`src/sv/sse_pkg.sv`:
```
// ----------------------------------------------------------------------------
// Sprite skip-run encoder package
// Shared widths, register codes and the run-flush request passed from the
// run controller to the word sequencer.
// ----------------------------------------------------------------------------
package sse_pkg;

    localparam int WORD_W   = 16;
    localparam int LEN_W    = 6;
    localparam int PADDR_W  = 4;
    localparam int PDATA_W  = 32;

    localparam logic [1:0] REG_BACK_COLOR = 2'd0;
    localparam logic [1:0] REG_ROW_WIDTH  = 2'd1;
    localparam logic [1:0] REG_SKIP_OP    = 2'd2;
    localparam logic [1:0] REG_RUN_OP     = 2'd3;

    localparam logic [LEN_W-1:0] ROW_WIDTH_RESET = 6'd32;
    localparam logic [LEN_W-1:0] LEN_SAT         = 6'd63;

    typedef enum logic [1:0] {
        CK_NONE,
        CK_SKIP,
        CK_LIT
    } t_close_kind;

    typedef struct packed {
        t_close_kind       kind;
        logic [LEN_W-1:0]  len;
    } t_close;

    typedef struct packed {
        logic   valid;
        t_close first;
        t_close second;
    } t_flush_req;

endpackage

```
`src/sv/sse_ram.sv`:
```
// ----------------------------------------------------------------------------
// Generic single-port-write RAM
// One write port and one read port with a registered read. The read data
// holds its value in cycles without a read.
// ----------------------------------------------------------------------------
module sse_ram #(
    parameter int WIDTH = 16,
    parameter int DEPTH = 32,
    localparam int AW = (DEPTH > 1) ? $clog2(DEPTH) : 1
) (
    input  logic             i_clk,
    input  logic             i_we,
    input  logic [AW-1:0]    i_waddr,
    input  logic [WIDTH-1:0] i_wdata,
    input  logic             i_re,
    input  logic [AW-1:0]    i_raddr,
    output logic [WIDTH-1:0] o_rdata
);

    logic [WIDTH-1:0] r_mem [DEPTH];
    logic [WIDTH-1:0] r_rdata;

    always_ff @(posedge i_clk) begin
        if (i_we) begin
            r_mem[i_waddr] <= i_wdata;
        end
        if (i_re) begin
            r_rdata <= r_mem[i_raddr];
        end
    end

    assign o_rdata = r_rdata;

endmodule

```
`src/sv/sse_run_ctrl.sv`:
```
// ----------------------------------------------------------------------------
// Sprite skip-run encoder run controller
// Classifies each pixel, tracks the open run and the column, stores literal
// pixels in the run buffer and requests the flush of closed runs.
// ----------------------------------------------------------------------------
module sse_run_ctrl
    import sse_pkg::*;
#(
    parameter int MAX_WIDTH = 32,
    localparam int AW = (MAX_WIDTH > 1) ? $clog2(MAX_WIDTH) : 1
) (
    input  logic               i_clk,
    input  logic               i_rst_n,
    input  logic               i_accept,
    input  logic [WORD_W-1:0]  i_pixel,
    input  logic [WORD_W-1:0]  i_back_color,
    input  logic [LEN_W-1:0]   i_row_width,
    output logic               o_we,
    output logic [AW-1:0]      o_waddr,
    output logic [WORD_W-1:0]  o_wdata,
    output t_flush_req         o_req
);

    typedef enum logic [1:0] {
        M_START = 2'd0,
        M_SKIP  = 2'd1,
        M_LIT   = 2'd2
    } t_mode;

    localparam logic [LEN_W-1:0] MAX_LEN = LEN_W'(MAX_WIDTH);
    localparam logic [LEN_W-1:0] ONE     = LEN_W'(1);

    t_mode            r_mode, n_mode, mid_mode;
    logic [LEN_W-1:0] r_len, n_len, mid_len, inc_len;
    logic [LEN_W-1:0] r_col, n_col, col_next, w_eff;
    logic             is_back, eor;
    t_close           close1, close2;

    always_comb begin
        is_back     = (i_pixel == i_back_color);
        close1.kind = CK_NONE;
        close1.len  = r_len;
        mid_mode    = r_mode;
        mid_len     = r_len;
        unique case (r_mode)
            M_SKIP: begin
                if (!is_back) begin
                    close1.kind = CK_SKIP;
                    mid_mode    = M_LIT;
                    mid_len     = '0;
                end
            end
            M_LIT: begin
                if (is_back) begin
                    close1.kind = CK_LIT;
                    mid_mode    = M_SKIP;
                    mid_len     = '0;
                end
            end
            default: begin
                mid_mode = is_back ? M_SKIP : M_LIT;
                mid_len  = '0;
            end
        endcase

        inc_len = (mid_len < LEN_SAT) ? mid_len + ONE : mid_len;

        if (i_row_width == '0) begin
            w_eff = ONE;
        end else if (i_row_width > MAX_LEN) begin
            w_eff = MAX_LEN;
        end else begin
            w_eff = i_row_width;
        end
        col_next = r_col + ONE;
        eor      = (col_next >= w_eff);

        close2.kind = eor ? ((mid_mode == M_SKIP) ? CK_SKIP : CK_LIT) : CK_NONE;
        close2.len  = inc_len;

        n_mode = eor ? M_START : mid_mode;
        n_len  = eor ? '0 : inc_len;
        n_col  = eor ? '0 : col_next;

        o_we    = i_accept && (mid_mode == M_LIT) && (mid_len < MAX_LEN);
        o_waddr = mid_len[AW-1:0];
        o_wdata = i_pixel;

        o_req.valid  = i_accept && ((close1.kind != CK_NONE) || eor);
        o_req.first  = close1;
        o_req.second = close2;
    end

    always_ff @(posedge i_clk) begin
        if (!i_rst_n) begin
            r_mode <= M_START;
            r_len  <= '0;
            r_col  <= '0;
        end else if (i_accept) begin
            r_mode <= n_mode;
            r_len  <= n_len;
            r_col  <= n_col;
        end
    end

endmodule

```
`src/sv/sse_emitter.sv`:
```
// ----------------------------------------------------------------------------
// Sprite skip-run encoder word sequencer
// Turns closed runs into code words: opcode, count and, for literal runs,
// the buffered pixels read back from the run buffer one per unstalled cycle.
// ----------------------------------------------------------------------------
module sse_emitter
    import sse_pkg::*;
#(
    parameter int MAX_WIDTH = 32,
    localparam int AW = (MAX_WIDTH > 1) ? $clog2(MAX_WIDTH) : 1
) (
    input  logic               i_clk,
    input  logic               i_rst_n,
    input  t_flush_req         i_req,
    input  logic [WORD_W-1:0]  i_skip_op,
    input  logic [WORD_W-1:0]  i_run_op,
    input  logic [WORD_W-1:0]  i_rdata,
    input  logic               i_stall,
    output logic               o_busy,
    output logic               o_re,
    output logic [AW-1:0]      o_raddr,
    output logic               o_valid,
    output logic [WORD_W-1:0]  o_code_word,
    output logic               o_row_first,
    output logic               o_last
);

    typedef enum logic [1:0] {
        S_IDLE,
        S_OP,
        S_CNT,
        S_LIT
    } t_state;

    localparam logic [LEN_W-1:0] ONE = LEN_W'(1);

    t_state            r_state, n_state;
    t_close            r_cur, n_cur, r_pend, n_pend;
    logic              r_eor, n_eor;
    logic [LEN_W-1:0]  r_idx, n_idx;
    logic              r_row_started, n_row_started;
    logic              r_ovalid, n_ovalid;
    logic [WORD_W-1:0] r_word, n_word;
    logic              r_first, n_first;
    logic              r_last, n_last;
    logic              advance, do_load, fin;
    logic [WORD_W-1:0] load_word;

    always_comb begin
        advance       = !r_ovalid || !i_stall;
        n_state       = r_state;
        n_cur         = r_cur;
        n_pend        = r_pend;
        n_eor         = r_eor;
        n_idx         = r_idx;
        n_row_started = r_row_started;
        n_ovalid      = r_ovalid && i_stall;
        n_word        = r_word;
        n_first       = r_first;
        n_last        = r_last;
        do_load       = 1'b0;
        fin           = 1'b0;
        load_word     = i_rdata;
        o_re          = 1'b0;
        o_raddr       = r_idx[AW-1:0];

        unique case (r_state)
            S_IDLE: begin
                if (i_req.valid) begin
                    if (i_req.first.kind != CK_NONE) begin
                        n_cur  = i_req.first;
                        n_pend = i_req.second;
                    end else begin
                        n_cur       = i_req.second;
                        n_pend.kind = CK_NONE;
                        n_pend.len  = i_req.second.len;
                    end
                    n_eor   = (i_req.second.kind != CK_NONE);
                    n_state = S_OP;
                end
            end
            S_OP: begin
                if (advance) begin
                    do_load   = 1'b1;
                    load_word = (r_cur.kind == CK_SKIP) ? i_skip_op : i_run_op;
                    n_state   = S_CNT;
                end
            end
            S_CNT: begin
                if (advance) begin
                    do_load   = 1'b1;
                    load_word = {{(WORD_W-LEN_W){1'b0}}, r_cur.len};
                    if ((r_cur.kind == CK_LIT) && (r_cur.len != '0)) begin
                        o_re    = 1'b1;
                        o_raddr = '0;
                        n_idx   = ONE;
                        n_state = S_LIT;
                    end else begin
                        fin = 1'b1;
                    end
                end
            end
            S_LIT: begin
                if (advance) begin
                    do_load   = 1'b1;
                    load_word = i_rdata;
                    if (r_idx == r_cur.len) begin
                        fin = 1'b1;
                    end else begin
                        o_re  = 1'b1;
                        n_idx = r_idx + ONE;
                    end
                end
            end
            default: begin
                n_state = S_IDLE;
            end
        endcase

        if (fin) begin
            if (r_pend.kind != CK_NONE) begin
                n_cur       = r_pend;
                n_pend.kind = CK_NONE;
                n_state     = S_OP;
            end else begin
                n_state = S_IDLE;
            end
        end

        if (do_load) begin
            n_ovalid      = 1'b1;
            n_word        = load_word;
            n_first       = !r_row_started;
            n_last        = fin && (r_pend.kind == CK_NONE);
            n_row_started = !(fin && (r_pend.kind == CK_NONE) && r_eor);
        end
    end

    always_ff @(posedge i_clk) begin
        if (!i_rst_n) begin
            r_state       <= S_IDLE;
            r_row_started <= 1'b0;
            r_ovalid      <= 1'b0;
        end else begin
            r_state       <= n_state;
            r_row_started <= n_row_started;
            r_ovalid      <= n_ovalid;
        end
        r_cur   <= n_cur;
        r_pend  <= n_pend;
        r_eor   <= n_eor;
        r_idx   <= n_idx;
        r_word  <= n_word;
        r_first <= n_first;
        r_last  <= n_last;
    end

    assign o_busy      = (r_state != S_IDLE);
    assign o_valid     = r_ovalid;
    assign o_code_word = r_word;
    assign o_row_first = r_first;
    assign o_last      = r_last;

endmodule

```
`src/sv/sprite_skip_run_encoder_top.sv`:
```
// ----------------------------------------------------------------------------
// Sprite skip-run encoder
// Codes raster pixels as alternating skip runs and literal runs per row.
// ----------------------------------------------------------------------------
// A pixel that closes no run leaves the input free again in the next cycle.
// A pixel that closes runs holds the input off while the sequencer sends the
// code words, one per cycle when the output is not stalled: two words for a
// skip run and two plus the run length for a literal run, whose pixels are
// read back from the run buffer RAM at one read per cycle. The output
// register lets a new pixel be taken while the last word still waits for
// its transfer. The run buffer needs no clearing after reset, so pixels are
// taken from the first cycle.
// ----------------------------------------------------------------------------
module sprite_skip_run_encoder_top
    import sse_pkg::*;
#(
    parameter int MAX_WIDTH = 32
) (
    input  logic               i_clk,
    input  logic               i_rst_n,
    input  logic               i_valid,
    output logic               o_stall,
    input  logic [WORD_W-1:0]  i_pixel,
    output logic               o_valid,
    input  logic               i_stall,
    output logic [WORD_W-1:0]  o_code_word,
    output logic               o_row_first,
    output logic               o_last,
    input  logic               psel,
    input  logic               penable,
    input  logic               pwrite,
    input  logic [PADDR_W-1:0] paddr,
    input  logic [PDATA_W-1:0] pwdata,
    output logic [PDATA_W-1:0] prdata,
    output logic               pready
);

    localparam int AW = (MAX_WIDTH > 1) ? $clog2(MAX_WIDTH) : 1;

    logic [WORD_W-1:0] r_back_color;
    logic [LEN_W-1:0]  r_row_width;
    logic [WORD_W-1:0] r_skip_op;
    logic [WORD_W-1:0] r_run_op;
    logic              cfg_wr;
    logic [1:0]        cfg_idx;
    logic              busy, accept;
    logic              we, re;
    logic [AW-1:0]     waddr, raddr;
    logic [WORD_W-1:0] wdata, rdata;
    t_flush_req        req;

    assign pready  = 1'b1;
    assign cfg_wr  = psel && penable && pwrite && pready;
    assign cfg_idx = paddr[3:2];

    always_ff @(posedge i_clk) begin
        if (!i_rst_n) begin
            r_back_color <= '0;
            r_row_width  <= ROW_WIDTH_RESET;
            r_skip_op    <= '0;
            r_run_op     <= WORD_W'(1);
        end else if (cfg_wr) begin
            unique case (cfg_idx)
                REG_BACK_COLOR: r_back_color <= pwdata[WORD_W-1:0];
                REG_ROW_WIDTH:  r_row_width  <= pwdata[LEN_W-1:0];
                REG_SKIP_OP:    r_skip_op    <= pwdata[WORD_W-1:0];
                REG_RUN_OP:     r_run_op     <= pwdata[WORD_W-1:0];
                default:        r_run_op     <= r_run_op;
            endcase
        end
    end

    always_comb begin
        unique case (cfg_idx)
            REG_BACK_COLOR: prdata = {{(PDATA_W-WORD_W){1'b0}}, r_back_color};
            REG_ROW_WIDTH:  prdata = {{(PDATA_W-LEN_W){1'b0}}, r_row_width};
            REG_SKIP_OP:    prdata = {{(PDATA_W-WORD_W){1'b0}}, r_skip_op};
            REG_RUN_OP:     prdata = {{(PDATA_W-WORD_W){1'b0}}, r_run_op};
            default:        prdata = '0;
        endcase
    end

    assign o_stall = busy;
    assign accept  = i_valid && !busy;

    sse_run_ctrl #(
        .MAX_WIDTH (MAX_WIDTH)
    ) u_ctrl (
        .i_clk        (i_clk),
        .i_rst_n      (i_rst_n),
        .i_accept     (accept),
        .i_pixel      (i_pixel),
        .i_back_color (r_back_color),
        .i_row_width  (r_row_width),
        .o_we         (we),
        .o_waddr      (waddr),
        .o_wdata      (wdata),
        .o_req        (req)
    );

    sse_ram #(
        .WIDTH (WORD_W),
        .DEPTH (MAX_WIDTH)
    ) u_run_buf (
        .i_clk   (i_clk),
        .i_we    (we),
        .i_waddr (waddr),
        .i_wdata (wdata),
        .i_re    (re),
        .i_raddr (raddr),
        .o_rdata (rdata)
    );

    sse_emitter #(
        .MAX_WIDTH (MAX_WIDTH)
    ) u_emit (
        .i_clk       (i_clk),
        .i_rst_n     (i_rst_n),
        .i_req       (req),
        .i_skip_op   (r_skip_op),
        .i_run_op    (r_run_op),
        .i_rdata     (rdata),
        .i_stall     (i_stall),
        .o_busy      (busy),
        .o_re        (re),
        .o_raddr     (raddr),
        .o_valid     (o_valid),
        .o_code_word (o_code_word),
        .o_row_first (o_row_first),
        .o_last      (o_last)
    );

endmodule

```
`config.mk`:
```
export PLATFORM = sky130hd
export DESIGN_NAME = sprite_skip_run_encoder_top
export DESIGN_NICKNAME = d
export VERILOG_FILES = /design/src/sv/sse_pkg.sv /design/src/sv/sse_ram.sv /design/src/sv/sse_run_ctrl.sv /design/src/sv/sse_emitter.sv /design/src/sv/sprite_skip_run_encoder_top.sv
export SDC_FILE = /design/constraint.sdc
export NUM_CORES = 1
export LEC_CHECK = 0
export BUFFER_PORTS_ARGS = -buffer_cell sky130_fd_sc_hd__buf_2
export CAP_MARGIN = 40
export CORE_ASPECT_RATIO = 0.5
export CORE_MARGIN = 4
export CORE_UTILIZATION = 55
export CTS_BUF_LIST = sky130_fd_sc_hd__clkbuf_8
export DETAILED_ROUTE_END_ITERATION = 16
export HOLD_SLACK_MARGIN = 0.15
export PLACE_DENSITY = 0.79
export SETUP_SLACK_MARGIN = 0.02
export SLEW_MARGIN = 40
export SYNTH_ARGS = -nofsm -noshare
export SYNTH_HDL_FRONTEND = slang
export SYNTH_SLANG_ARGS = --single-unit
```
`constraint.sdc`:
```
create_clock -name i_clk -period 4.5 [get_ports i_clk]
set_input_delay 0.9 -clock i_clk [delete_from_list [all_inputs] [get_ports i_clk]]
set_output_delay 0.9 -clock i_clk [all_outputs]
set_load 0.03 [all_outputs]
```
* Yosys cells after proc, flatten, opt, wreduce, memory -nomap -nowiden
Memories as Yosys holds them, arrays and structs flattened. A register that Yosys moved wholly into a read port is not among the register bits.
Index checks and enable logic that the tools add are counted.
Widths: inputs -> output; s select.
** Word-level totals
- Register bits :: 113
- Bits in writable memories :: 512
- Input bits :: 59
- Output and inout port bits :: 53
- Word-level logic and storage cells :: 148
- Memories kept :: 1
** Memory list
- u_run_buf.r_mem :: words 32, bits a word 16, rd ports 1, clocked after memory_dff 1, wr ports 1, line sse_ram.sv:20 : logic [WIDTH-1:0] r_mem [DEPTH];
** Operators by class
- Add/subtract/negate cells :: 3
- $lt $le $gt $ge :: 4
- Eq/ne operators :: 22
- Multiplexer cells :: 63
- Reductions and logical operators :: 36
** Operator list (number)
- $pmux 32 s4 :: 1
- $mux 6 :: 11
- $mux 8 :: 8
- $mux 16 :: 3
- $pmux 16 s2 :: 1
- $mux 2 :: 14
- $pmux 6 s2 :: 2
- $add 6x1->6 const B :: 3
- $eq 16x16->1 :: 1
- $mux 1 :: 15
- $mux 5 :: 3
- $eq 2x2->1 const B :: 7
- $lt 6x6->1 const B :: 2
- $eq 2x1->1 const B :: 5
- $logic_and 1x1->1 :: 10
- $reduce_and 2->1 :: 5
- $reduce_and 5->1 :: 2
- $reduce_bool 2->1 :: 5
- $ne 3x1->1 const B :: 3
- $pmux 2 s2 :: 2
- $eq 6x6->1 :: 1
- $ge 6x6->1 :: 1
- $gt 6x6->1 const B :: 1
- $logic_not 2->1 :: 3
- other kinds (11) :: 19

* Logic depth before layout (Yosys ltp)
Gate-level depths: netlist of the first run.
- Depth after elaboration :: 11
- Mapped depth :: 17
- Depth with buffers taken out :: 14

* By module
A second synthesis of the first run with hierarchy kept.
** Unflattened totals
- Cells, all modules :: 1822
- Area, all modules :: 27127.3 um2
** By module, submodules not included
- sse_ram :: instances 1, cells an instance 1143, area each 20694.8 um2, seq. area each 15855.2 um2
- sprite_skip_run_encoder_top :: instances 1, cells an instance 260, area each 2514.9 um2, seq. area each 1081.0 um2
- sse_emitter :: instances 1, cells an instance 233, area each 2449.8 um2, seq. area each 1211.2 um2
- sse_run_ctrl :: instances 1, cells an instance 186, area each 1467.7 um2, seq. area each 280.3 um2

* Least setup slack after synthesis of the first run
OpenSTA, ideal clock, no wires.
- Path type :: input to register
- From :: input i_pixel[1]
- To :: memory u_run_buf.r_mem[23][0] (enable)
- Library setup time :: 0.388 ns
- Arrival time :: 3.612 ns
- Required time :: 4.112 ns
- Slack :: 0.500 ns
- Cell stages on the path :: 10
- Buffers on the path :: 2
- Path through :: xor2_1 nor4_1 nand4_1 mux2i_1 buf_2 and2_1 ha_1 clkbuf_1 nand2b_1 nor2_1
** Between the ends
- Cells in the longest elaborated chain, start to end :: 8
- Elaborated cells on any way between the ends :: 14
- Classes of those cells :: order compare: 1; eq/ne: 2; mux: 9; reduce/logical: 2
** RTL lines
- start, declared :: line sprite_skip_run_encoder_top.sv:23 : input logic [WORD_W-1:0] i_pixel,
- $eq 16x16->1 * :: line sse_run_ctrl.sv:40 : is_back = (i_pixel == i_back_color);
- parallel branches: the longest is 7 deep, another holds $lt 6x6->1
- end, declared :: line sse_ram.sv:20
Every way passes the cells marked *.

* Final worst setup path of the first run
- From :: register u_ctrl.r_mode[0]
- To :: memory u_run_buf.r_mem[19][13] (enable)
** Between the ends
- Cells in the longest elaborated chain, start to end :: 7
- Elaborated cells on any way between the ends :: 12
- Classes of those cells :: order compare: 1; eq/ne: 3; mux: 6; reduce/logical: 2
** RTL lines
- start, declared :: line sse_run_ctrl.sv:33 : t_mode r_mode, n_mode, mid_mode;
- start signal, assigned :: line sse_run_ctrl.sv:100 : r_mode <= n_mode;
- parallel branches: the longest is 7 deep, another holds $lt 6x6->1
Several ways; the timed one is not identified.

==> reports/metrics.cfg, run 1 <==
[status]
status = finished, final reports clean

[worst_setup_path]
cp.required_ns = 4.86
timing.rr.start = u_ctrl.r_mode[0]
slowest_delay_ns = 0.58
path_cells = inv_1 > ha_1 > nor2_1 > nor2_1 > a2111o_1 > a21oi_2 > nand4_1 > nor2_1 > buf_4
crit_fanout = 20
end_kind = flip-flop
slowest_stage = a21oi_2
r2r-end = u_run_buf.r_mem[19][13]
crit_path_frequent_cell = nor2_1
critical_path_class = flip-flop to flip-flop
cp_data_arrival_time_ns = 4.24
cp-start-kind = flip-flop
ff2ff_path_depth = 9
rrSetupSlack_ns = 0.61

[place]
gp_congestion = 0.923
hpwl_um = 44700
dp_slack_ns = 0.229
port_buffers = 76
place_area_mm2 = 0.0283

[routing]
ant_nets = 0
drc = 0
num_vias = 18100
viasPerCell = 6.30
drt_iter0_markers = 2735
wl_um = 70700
firstDrtPassIters = 5
drt-wirelength-per-cell_um = 24.6

[floorplan]
die_area_mm2 = 0.0528
die_w_um = 321
rows = 57
die_height_um = 165
core-area_mm2 = 0.0485
io_pins = 112
initial_utilization_pct = 55.6

[synth]
async_flop_share_pct = 0
synth.area.top_cells = edfxtp_1, dfxtp_1, mux2i_1
synth.largest_area_cell = edfxtp_1
ys_dominant_reg_cell = edfxtp_1
seq_area_frac_synth_pct = 68.4
synth_edf_count = 559
ys_ff_latch = 641
yosys_warnings = 0
synth.distinct_cells = 70
avgSynthCellArea_um2 = 13.3
synth_top_area_share_pct = 62.3
netlist_area_mm2 = 0.0270
syn_inst = 2034

[global_route]
track_usage_pct = 26.4
grt_pass1_vias = 17000
antenna_found_initial = 3
grt_overflow_total = 0
grt_pass1_wl_um = 105000
grt_max_degree = 79

[min_path]
min_path_cells = 1
min-delay-start = u_emit.r_row_started
holdPathEnd = u_emit.o_row_first
min_path_type = flip-flop to flip-flop

[cells_and_area]
area_growth_pct = 11.4
drive_gt1_share_pct = 15.3
final_common_cell = edfxtp_1
most-common-layout-cells = edfxtp_1, nand2_1, a21oi_1
fillers = 3551
post-route-cell-area_mm2 = 0.0300
nNetsFinal = 2236
regArea_mm2 = 0.0184
multi_input_area_mm2 = 0.00786

[sta]
clock_skew_ns = 0.0305
hold-worst-slack_ns = 0.449
finalWorstPathRequiredPeriod_ns = 3.89
totalNegativeSetupSlack_ns = 0
timing.final.crit_share_pct = 86.4
slew_viol_final = 0
fmax_mhz = 257
hold_violations = 0
rsz0062_at_grt = no
final-setup-viol-count = 0
worst_slew_pin_slew_ns = 0.832
slew_headroom_pct = 44.4
finalWorstSetupSlack_ns = 0.612

[clock_tree]
cts.reportedPaths.clkPinSlew_ns = 0.06
cts_setup_buffers = 0
clock_latency_ns = 0.67
cts_resized = 0
clk_path_buf_depth = 3
cts_buffers = 88
cts_tree = built
cts_sinks = 641
cts_root_buffer = clkbuf_8
h-tree-depth = 3
cts-hold-fix-buffers = 0

[power]
power_density_mw_per_mm2 = 422
leakage_nw = 10.6
ir_worst_vdd_mv = 0.209

[flow_run]
max_cap_viol_count = 0

-- routing by layer --
metal	routed length, µm	track usage (%)	share of wire [%]	up-vias
li1	-	-	-	7962
met2	31600	40.0	45	1156
met5	36	0	0.051	-
met1	28500	38.3	40	8868
met4	1880	8.35	2.7	6
met3	8740	6.18	12	135
-- registers in the layout, summed over array words and instances, names as in the netlist, 6 cells and up --
register and cells:
u_emit.r_cur 8, u_emit.r_idx 6, u_ctrl.r_len 6, u_ctrl.r_col 6, u_run_buf.r_mem 512, u_run_buf.o_rdata 16
u_emit.r_pend 8, r_back_color 16, r_row_width 6, u_emit.o_code_word 16, r_run_op 16, r_skip_op 16
-- critical path, delay by kind of cell, from the launching register on --
family / cells / cell delay [ns]
AND/OR/NAND/NOR: 4 / 1.26
AO/OA/AOI/OAI: 2 / 0.99
buffers and inverters: 2 / 0.39
adder cells (fa/ha/maj): 1 / 0.46
flip-flops: 1 / 0.48
-- synthesized netlist by cell type (all sizes together) (2+ instances only) --
| cell type | n |
|---|---|
| edfxtp | 559 |
| nand2 | 311 |
| a21oi | 141 |
| mux2i | 123 |
| nor2 | 104 |
| clkbuf | 83 |
| dfxtp | 82 |
| buf | 65 |
| nand3 | 65 |
| a31oi | 41 |
| o221ai | 36 |
| and3 | 34 |
| o21ai | 34 |
| a32o | 33 |
| mux2 | 28 |
| a22oi | 24 |
| inv | 22 |
| o21a | 21 |
| ha | 19 |
| xor2 | 19 |
| a211oi | 18 |
| a221oi | 16 |
| o22ai | 16 |
| o32ai | 16 |
| xnor2 | 13 |
| a311oi | 12 |
| nand2b | 12 |
| a22o | 11 |
| nor3 | 10 |
| and2 | 8 |
| nor4 | 7 |
| mux4 | 6 |
| nand4 | 5 |
| nor2b | 5 |
| o211ai | 4 |
| a21o | 3 |
| clkinv | 3 |
| nand3b | 3 |
| and4 | 2 |
| conb | 2 |
| o31ai | 2 |
-- per-stage QoR --
step	util (%)	power, mW	cells
global route	61.9	13.1	2878
CTS	61.9	12.7	2878
finish	61.9	12.7	2879
floorplan	-	7.81	2049
global placement	58.4	8.43	2717
detailed placement	58.4	8.46	2717
-- cell type report --
type                    count  share of cell area (%)
diodes                      1                 0.00833
multi-input cells        1235                    26.2
flip-flops and latches    641                    61.4
clock inverters            63                    1.10
well taps                 649                    2.70
inverters                  25                   0.313
repair buffers            167                    3.85
clock buffers              98                    4.49
-- worst max path at each step --
stage | start | end | slack, ns | cells past startpoint
2_1_floorplan | i_pixel[1] | u_run_buf.r_mem[23][0] | 0.50 | 10
5_1_grt | u_ctrl.r_mode[0] | u_run_buf.r_mem[19][0] | 0.36 | 9
3_3_place_gp | i_pixel[1] | u_run_buf.r_mem[19][9] | 0.04 | 9
4_1_cts | u_ctrl.r_mode[0] | u_run_buf.r_mem[19][11] | 0.72 | 9
6_report | u_ctrl.r_mode[0] | u_run_buf.r_mem[19][13] | 0.61 | 9
3_5_place_dp | i_pixel[9] | u_run_buf.r_mem[19][5] | 0.23 | 10
-- kinds of logic (layout without fill, tap and decap cells) --
family / Yosys count / count (layout) / share of synthesized area [%]
flip-flops: 641 / 641 / 68.4
AO/OA/AOI/OAI: 439 / 439 / 11.3
AND/OR/NAND/NOR: 571 / 571 / 9.21
adder cells (fa/ha/maj): 19 / 19 / 0.882
buffers and inverters: 173 / 353 / 2.93
XOR/XNOR: 32 / 32 / 1.04
multiplexers: 157 / 157 / 6.24
other: 2 / 18 / 0.0279
-- power by group --
part	switching, mW	total [mW]	internal [mW]
Sequential	0.0954	6.76	6.67
Clock	2.17	4.29	2.13
Combinational	1.18	1.62	0.440
Total	3.45	12.7	9.24
(Power assumes the default switching activity.)
==> run 2, diff against run 1 <==
--- a/config.mk
+++ b/config.mk
@@ -5,6 +5,7 @@
 export SDC_FILE = /design/constraint.sdc
 export NUM_CORES = 1
 export LEC_CHECK = 0
+export ABC_AREA = 1
 export BUFFER_PORTS_ARGS = -buffer_cell sky130_fd_sc_hd__buf_2
 export CAP_MARGIN = 40
 export CORE_ASPECT_RATIO = 0.5
==> run 2 against run 1 <==
Against the previous run: sequential cell count unchanged; cell area increased by 4.5%; wire length increased by 2.9%; synthesized cell count increased by 38%; sequential share of layout area decreased by 2.7 points; fmax increased by 13%; clock-buffer cell count decreased by 5; critical endpoint is now u_run_buf.r_mem[31][4]; largest cell class unchanged; highest routed layer unchanged.
==> reports/metrics.cfg, run 2 <==
[cells_and_area]
largest_reg_flops = 512
drive_gt1_share_pct = 10.1
post-route-cell-area_mm2 = 0.0314
regMostFlops = u_run_buf.r_mem
nNetsFinal = 2985
area_growth_pct = 9.61
most-common-layout-cells = nand2_1, edfxtp_1, inv_1
fin_cells = 3666
final_common_cell = nand2_1

[sta]
totalNegativeSetupSlack_ns = 0
slew_headroom_pct = 48.0
final-setup-viol-count = 0
rsz0062_at_grt = no
worst_slew_pin_slew_ns = 0.779
hold_violations = 0
finalWorstSetupSlack_ns = 1.06
timing.final.crit_share_pct = 76.5
slew_viol_final = 0
clock_skew_ns = 0.0185
fmax_mhz = 291
finalWorstPathRequiredPeriod_ns = 3.44

[synth]
yosys_warnings = 0
synth.distinct_cells = 43
ys_dominant_reg_cell = edfxtp_1
synth_top_area_share_pct = 58.6
avgSynthCellArea_um2 = 10.2
synth.area.top_cells = edfxtp_1, nand2_1, nand3_1
synth.largest_area_cell = edfxtp_1
async_flop_share_pct = 0
netlist_area_mm2 = 0.0286
ys_ff_latch = 641
yosys.cell_count.top_type = nand2_1
synth_edf_count = 559
syn_inst = 2807
seq_area_frac_synth_pct = 64.4
synth_common_cells = nand2_1, edfxtp_1, inv_1, nand3_1, nor2_1

[place]
hpwl_um = 45400
port_buffers = 76
dp_slack_ns = 0.451
dp_cells = 3506
place_area_mm2 = 0.0298
gp_congestion = 0.998

[worst_setup_path]
cp-start-kind = input port
critical_path_class = input port to flip-flop
cp.required_ns = 4.82
timing.rr.start = u_emit.r_state[0]
end_kind = flip-flop
crit_fanout = 16
worstSetupStartpoint = i_pixel[9]
critPathTopFamily = simple AND/OR/NAND/NOR gates
rrSetupSlack_ns = 1.18
slowest_stage = nand2_1
path_cells = buf_2 > inv_1 > nand2_1 > nand2_1 > nor2_1 > nand2_1 > nor2_1 > nand3_1 > nand2_1 > nand3_1 > inv_1 > ha_1 > inv_1 > nor2_1 > nand4_1 > nor2_1 > buf_4
cp_data_arrival_time_ns = 3.76
crit_buf_inv = 5
slowest_delay_ns = 0.34

[clock_tree]
cts-hold-fix-buffers = 0
cts.reportedPaths.clkPinSlew_ns = 0.07
cts_setup_buffers = 0
cts_buffers = 89
h-tree-depth = 3
cts_tree = built
cts_sinks = 641
clk_path_buf_depth = 3
cts_resized = 0
cts_root_buffer = clkbuf_8
clock_latency_ns = 0.66

[power]
internal-power_mw = 9.73
pwr-share-clk_pct = 27.7
power_density_mw_per_mm2 = 470
swShare_pct = 34.1
leakage_nw = 12.5
p_comb_share_pct = 25.7
ir_worst_vdd_mv = 0.368
switching_power_mw = 5.03
p_seq_share_pct = 46.6

[routing]
viasPerCell = 5.67
drt-wirelength-per-cell_um = 19.8
drc = 0
drt_iter0_markers = 2980
wl_um = 72800
ant_nets = 0
num_vias = 20800
firstDrtPassIters = 8

[min_path]
min_path_type = flip-flop to flip-flop
min-delay-start = u_emit.r_row_started

[global_route]
grt_pass1_vias = 19200
track_usage_pct = 25.9
antenna_found_initial = 6
grt_overflow_total = 0
grt_pass1_wl_um = 111000
grt_max_degree = 167

[floorplan]
initial_utilization_pct = 56.3
die_area_mm2 = 0.0560
io_pins = 112
core-area_mm2 = 0.0509
die_height_um = 169
rows = 58
die_w_um = 331

[flow_run]
max_cap_viol_count = 0

[status]
status = finished, final reports clean

[run 2: cell types whose count changed in the layout (fill, tap and decap cells not counted), moves of 46 or more]
cell / change
nand3_1: +309
nand3b_1: +46
o211ai_1: +98
inv_1: +360
nand2_1: +325
nor2_1: +46
or2_1: +56
mux2i_1: -123
[run 2: metal layers]
metal	global-route usage, %	up-vias	wire [µm]
met5	0	-	13
met4	8.10	2	1950
met3	5.66	148	9340
met2	38.6	1219	31400
met1	38.2	9806	30000
li1	-	9616	-
[run 2: area by class of cell]
class | count | area (µm²)
clock inverter | 65 | 289
inverter | 391 | 1470
tap | 690 | 863
multi-input combinational | 1635 | 8020
fill | 3865 | 19500
antenna | 2 | 5.00
clock buffer | 93 | 1280
sequential | 641 | 18400
timing repair buffer | 149 | 1030
[run 2: final timing paths]
kind / endpoint / depth (start not counted)
worst max register to register: u_run_buf.o_rdata[15] / 12
worst min-delay path: u_emit.o_row_first / 1
worst min register to register: u_emit.o_row_first / 1
worst max-delay path: u_run_buf.r_mem[31][4] / 17
[run 2: logic make-up (layout without fill, tap and decap cells)]
family / after synthesis / in the layout / share of synthesized area, %
DFF: 641 / 641 / 64.4
buffers and inverters: 546 / 698 / 8.08
adders and majority gates: 19 / 19 / 0.830
and+or+nand+nor: 1302 / 1302 / 20.3
xor gates and xnor gates: 7 / 7 / 0.214
other: 2 / 19 / 0.0262
AOI/OAI and AO/OA: 290 / 290 / 6.22
[run 2: through the flow]
stage / util (%) / power (mW) / hold WS [ns]
finish: 61.7 / 14.8 / 0.455
global route: 61.7 / 15.4 / 0.463
CTS: 61.7 / 14.7 / 0.452
detailed placement: 58.6 / 10.7 / 0.435
global placement: 58.6 / 10.6 / 0.429
floorplan: - / 9.40 / 0.419
[run 2: power groups by stage]
stage	sequential (mW)	combinational [mW]	clock, mW
finish	6.88	3.79	4.09
global route	6.89	4.07	4.41
CTS	6.88	3.70	4.14
detailed placement	7.00	3.69	0
global placement	7.00	3.61	0
floorplan	7.16	2.24	0
